<file path="src/design/psmc_pkg.sv">
package psmc_pkg;

  localparam int TABLE_ENTRIES = 65536;
  localparam int SLOT_BITS     = $clog2(TABLE_ENTRIES);

  localparam int VALUE_W = 29;
  localparam int KEY_W   = 30;
  localparam int COUNT_W = 32;
  localparam int TOTAL_W = 64;
  localparam int ENTRY_W = KEY_W + COUNT_W;

  localparam logic [COUNT_W-1:0] COUNT_MAX = '1;
  localparam logic [TOTAL_W-1:0] TOTAL_MAX = '1;

  // The one sum whose negation does not fit in a key.
  localparam logic [KEY_W-1:0] KEY_NO_NEGATE = {1'b1, {(KEY_W-1){1'b0}}};

  typedef enum logic [1:0] {
    OP_INSERT = 2'd0,
    OP_LOOKUP = 2'd1,
    OP_CLEAR  = 2'd2,
    OP_NONE   = 2'd3
  } op_t;

  typedef enum logic [2:0] {
    ST_INIT_CLEAR,
    ST_IDLE,
    ST_START,
    ST_PROBE,
    ST_OP_CLEAR,
    ST_RESULT
  } state_t;

  typedef struct packed {
    logic sweep;
    logic capture;
    logic start_read;
    logic probe;
    logic load;
  } dp_cmd_t;

  typedef struct packed {
    op_t  op;
    logic skip;
    logic hit;
    logic last_probe;
    logic sweep_last;
    logic out_free;
  } dp_status_t;

endpackage

</file>
<file path="src/design/psmc_ctrl.sv">
module psmc_ctrl (
  input  logic                 clk,
  input  logic                 rst,
  input  logic                 request_valid,
  output logic                 request_stall,
  input  psmc_pkg::dp_status_t status,
  output psmc_pkg::dp_cmd_t    cmd
);

  import psmc_pkg::*;

  state_t state;
  state_t state_next;

  always_ff @(posedge clk) begin
    if (rst) begin
      state <= ST_INIT_CLEAR;
    end else begin
      state <= state_next;
    end
  end

  always_comb begin
    state_next    = state;
    cmd           = '0;
    request_stall = 1'b1;
    unique case (state)
      ST_INIT_CLEAR: begin
        cmd.sweep = 1'b1;
        if (status.sweep_last) begin
          state_next = ST_IDLE;
        end
      end
      ST_IDLE: begin
        request_stall = 1'b0;
        if (request_valid) begin
          cmd.capture = 1'b1;
          state_next  = ST_START;
        end
      end
      ST_START: begin
        unique case (status.op)
          OP_INSERT: begin
            cmd.start_read = 1'b1;
            state_next     = ST_PROBE;
          end
          OP_LOOKUP: begin
            if (status.skip) begin
              state_next = ST_RESULT;
            end else begin
              cmd.start_read = 1'b1;
              state_next     = ST_PROBE;
            end
          end
          OP_CLEAR: state_next = ST_OP_CLEAR;
          OP_NONE:  state_next = ST_RESULT;
        endcase
      end
      ST_PROBE: begin
        cmd.probe = 1'b1;
        if (status.hit || status.last_probe) begin
          state_next = ST_RESULT;
        end
      end
      ST_OP_CLEAR: begin
        cmd.sweep = 1'b1;
        if (status.sweep_last) begin
          state_next = ST_RESULT;
        end
      end
      ST_RESULT: begin
        if (status.out_free) begin
          cmd.load   = 1'b1;
          state_next = ST_IDLE;
        end
      end
      default: state_next = ST_INIT_CLEAR;
    endcase
  end

endmodule

</file>
<file path="config.mk">
export PLATFORM = sky130hd
export DESIGN_NAME = psmc_ctrl
export DESIGN_NICKNAME = d
export VERILOG_FILES = /design/src/design/psmc_pkg.sv /design/src/design/psmc_ctrl.sv
export SDC_FILE = /design/constraint.sdc
export NUM_CORES = 1
export LEC_CHECK = 0
export BUFFER_PORTS_ARGS = -buffer_cell sky130_fd_sc_hd__buf_2
export CAP_MARGIN = 0
export CORE_AREA = 2 2 39 41
export CTS_CLUSTER_DIAMETER = 50
export DETAILED_ROUTE_END_ITERATION = 16
export DIE_AREA = 0 0 41 43
export GPL_TIMING_DRIVEN = 0
export PLACE_DENSITY_LB_ADDON = 0.05
export SLEW_MARGIN = 10
export SYNTH_ARGS = -nofsm -noshare
export SYNTH_HDL_FRONTEND = slang
export SYNTH_SLANG_ARGS = --single-unit
</file>
<file path="constraint.sdc">
create_clock -name clk -period 0.9 [get_ports clk]
set_input_delay 0.045 -clock clk [delete_from_list [all_inputs] [get_ports clk]]
set_output_delay 0.045 -clock clk [all_outputs]
set_load 0.03 [all_outputs]
</file>
==> flow_summary.ini <==
[floorplanning]
io_pins = 16
die_height_um = 43
die_x_um = 41
die_area_um2 = 1760
num_rows = 14
core_region_area_um2 = 1380
start_util_pct = 17.2

[grt]
overflow = 0
grtUsageTotal_pct = 10.8
grt_pass1_vias = 287
grt_max_degree = 11
grt_pass1_wl_um = 1240
antenna_found_initial = 0

[cells_and_area]
top_regs = state (3)
fillers = 148
top_register = state
antenna_cells = 0
largest_reg_flops = 3
syn_to_final_growth_pct = 120
drive_gt1_share_pct = 76.8
finalNetCount = 67
fin_cells = 72
utilization_pct = 37.8

[timing]
post-route-period-util_pct = 126
finalSetupViolCount = 9
tightest_slew_ns = 0.324
finalHoldViolCount = 0
fin_skew_ns = 0.000969
slew_viol_final = 0
fmax_mhz = 879
rsz0062_at_grt = true
slew_headroom_pct = 78.1
setup_ws_ns = -0.237
layout_min_cycle_time_ns = 1.14

[power_and_ir_drop]
p_clk_share_pct = 36.2
p_sw_share_pct = 31.8
combPwrFrac_pct = 39.4
p_int_w = 0.000439
max-vdd-ir-drop_mv = 0.542
p_switching_w = 0.000204
p_seq_share_pct = 24.4
power_per_cell_area_nw_per_um2 = 1230
p_leak_nw = 0.219

[route]
wirelength_um = 771
detail-route-antenna-nets = 0
drc = 0
vias = 308
drt-wirelength-per-cell_um = 10.7
via_per_inst = 4.28
first_pass_iters = 4
detail_route.iter0.violations = 1

[yosys]
synthXorXnorAreaFrac_pct = 0
synth-seq-cells = 3
syn_area_per_cell_um2 = 7.92
synth_compound_area_share_pct = 32.6
synthAdderAreaFrac_pct = 0
synth_top_family_by_area = compound AO/OA/AOI/OAI gates
synth_seq_area_share_pct = 25.3
synth.net_count = 40
ys_types = 18
synthMuxAreaShare_pct = 0
ys.warnings.count = 0
netlist_instances = 30
synth_area_um2 = 238
yosys.area_share.simple_pct = 32.6

[hold_path]
hold_class = input port to flop

[clocking]
clk-insertion-delay-late_ns = 0.23
clockBufferDepth = 2
cts_inserted_buffers = 3
clk_pin_slew_worst_paths_ns = 0.04
cts_sinks = 3
ctsRootBufferMaster = clkbuf_4
cts_tree = yes
htreeDepth = 1

[worst_setup_path]
worstSetupEndpointType = output pin
max_stage_delay_ns = 0.33
cp_cell_sequence = a211oi_4 -> nor2b_4 -> buf_6
crit_type = flop to output pin
cpMaxStageDelayCell = dfxtp_2
critPathMaxFanout = 3
cp.arrival_ns = 1.09
cp.required_ns = 0.85
cp-start-kind = flop

[flow_run]
cap_violations = 0

[outcome]
status = complete, but fails checks
violations = negative setup slack

[placement]
hpwl_um = 561
port_buffers = 15
place_congestion = 0.651
placed_cells = 61
==> synth_stat cells <==
master    number  area [µm²]
a211o_1        1        8.76
a211o_2        1        10.0
a211oi_2       2        25.0
a21oi_1        2        10.0
a311o_1        1        10.0
and3_2         2        15.0
buf_4          2        15.0
dfxtp_1        3        60.1
inv_1          1        3.75
inv_2          1        3.75
nand2_1        3        11.3
nand2b_1       1        6.26
nor2_1         4        15.0
nor2b_1        2        12.5
nor3_1         1        5.00
nor3b_2        1        12.5
o21ai_1        1        5.00
o311ai_0       1        8.76
==> routing by layer <==
layer / part of all wire (%) / GRT usage [%] / vias to the layer above
met5: 0 / 0 / -
met4: 1.8 / 10.0 / 0
met3: 5.2 / 1.57 / 2
met2: 51 / 14.7 / 10
met1: 42 / 13.5 / 138
li1: - / - / 158
==> layout by cell type, fill, tap and decap left out, drive strengths merged <==
| master | n |
|---|---|
| buf | 23 |
| nor2 | 4 |
| clkbuf | 4 |
| nand2 | 3 |
| dfxtp | 3 |
| a21oi | 2 |
| inv | 2 |
| and3 | 2 |
| a211oi | 2 |
| nor2b | 2 |
| a211o | 2 |
| nor3 | 1 |
| nand2b | 1 |
| nor3b | 1 |
| o21ai | 1 |
| a311o | 1 |
| o311ai | 1 |
| dlygate4sd3 | 1 |
==> final timing paths <==
kind                              start                     to  slack (ns)  cells after the start
hold / removal                status[0]  state[2]$_SDFFE_PP0P_        0.12                      3
setup / recovery  state[0]$_SDFFE_PP0P_                 cmd[2]       -0.24                      3
hold reg to reg   state[2]$_SDFFE_PP0P_  state[1]$_SDFFE_PP0P_        0.57                      2
setup reg to reg  state[0]$_SDFFE_PP0P_  state[2]$_SDFFE_PP0P_       -0.19                      4
==> power by group through the flow <==
stage          registers (W)  clock network [W]  logic (W)
4_1_cts             0.000157           0.000250   0.000224
6_report            0.000157           0.000233   0.000253
3_3_place_gp        0.000157                  0   0.000176
5_1_grt             0.000158           0.000262   0.000270
3_5_place_dp        0.000158                  0   0.000178
2_1_floorplan       0.000156                  0   0.000122
==> worst max-delay path: cells and delay by family, from the launching register on <==
kind / cells / cell delay [ns]
buffers and inverters: 1 / 0.13
flip-flops: 1 / 0.33
AND/OR/NAND/NOR: 1 / 0.19
AO/OA/AOI/OAI: 1 / 0.21
==> timing repair <==
item,in CTS,in global routing
buffers inserted,3,3
hold buffers,1,0
setup endpoints to repair,9,9
hold endpoints to repair,2,0
resized for setup,17,5
pin swaps,3,2
==> cell families (layout without fill, tap and decap cells) <==
kind of cell,count (synthesis),count (layout)
buf+inv,4,30
compound gates,9,9
simple gates,14,14
flops,3,3
==> metrics by stage <==
step	total power, W	setup TNS (ns)	cell area [µm²]	hold slack (ns)	setup WS, ns
2_1_floorplan	0.000278	-0.0363	274	0.102	-0.0255
3_3_place_gp	0.000333	-0.402	369	0.242	-0.100
3_5_place_dp	0.000335	-0.471	369	0.238	-0.101
4_1_cts	0.000631	-1.57	484	0.110	-0.293
5_1_grt	0.000690	-2.13	523	0.119	-0.302
6_report	0.000643	-1.70	523	0.121	-0.237
==> cell type report <==
| type | count | area, µm² | area share [%] |
|---|---|---|---|
| Inverter | 2 | 10.0 | 1.91 |
| Buffer | 2 | 22.5 | 4.31 |
| Timing Repair Buffer | 22 | 168 | 32.1 |
| Tap cell | 16 | 20.0 | 3.83 |
| Sequential cell | 3 | 66.3 | 12.7 |
| Clock buffer | 4 | 26.3 | 5.02 |
| Multi-Input combinational cell | 23 | 210 | 40.2 |
Note: power is estimated with default switching activity, not from simulation.
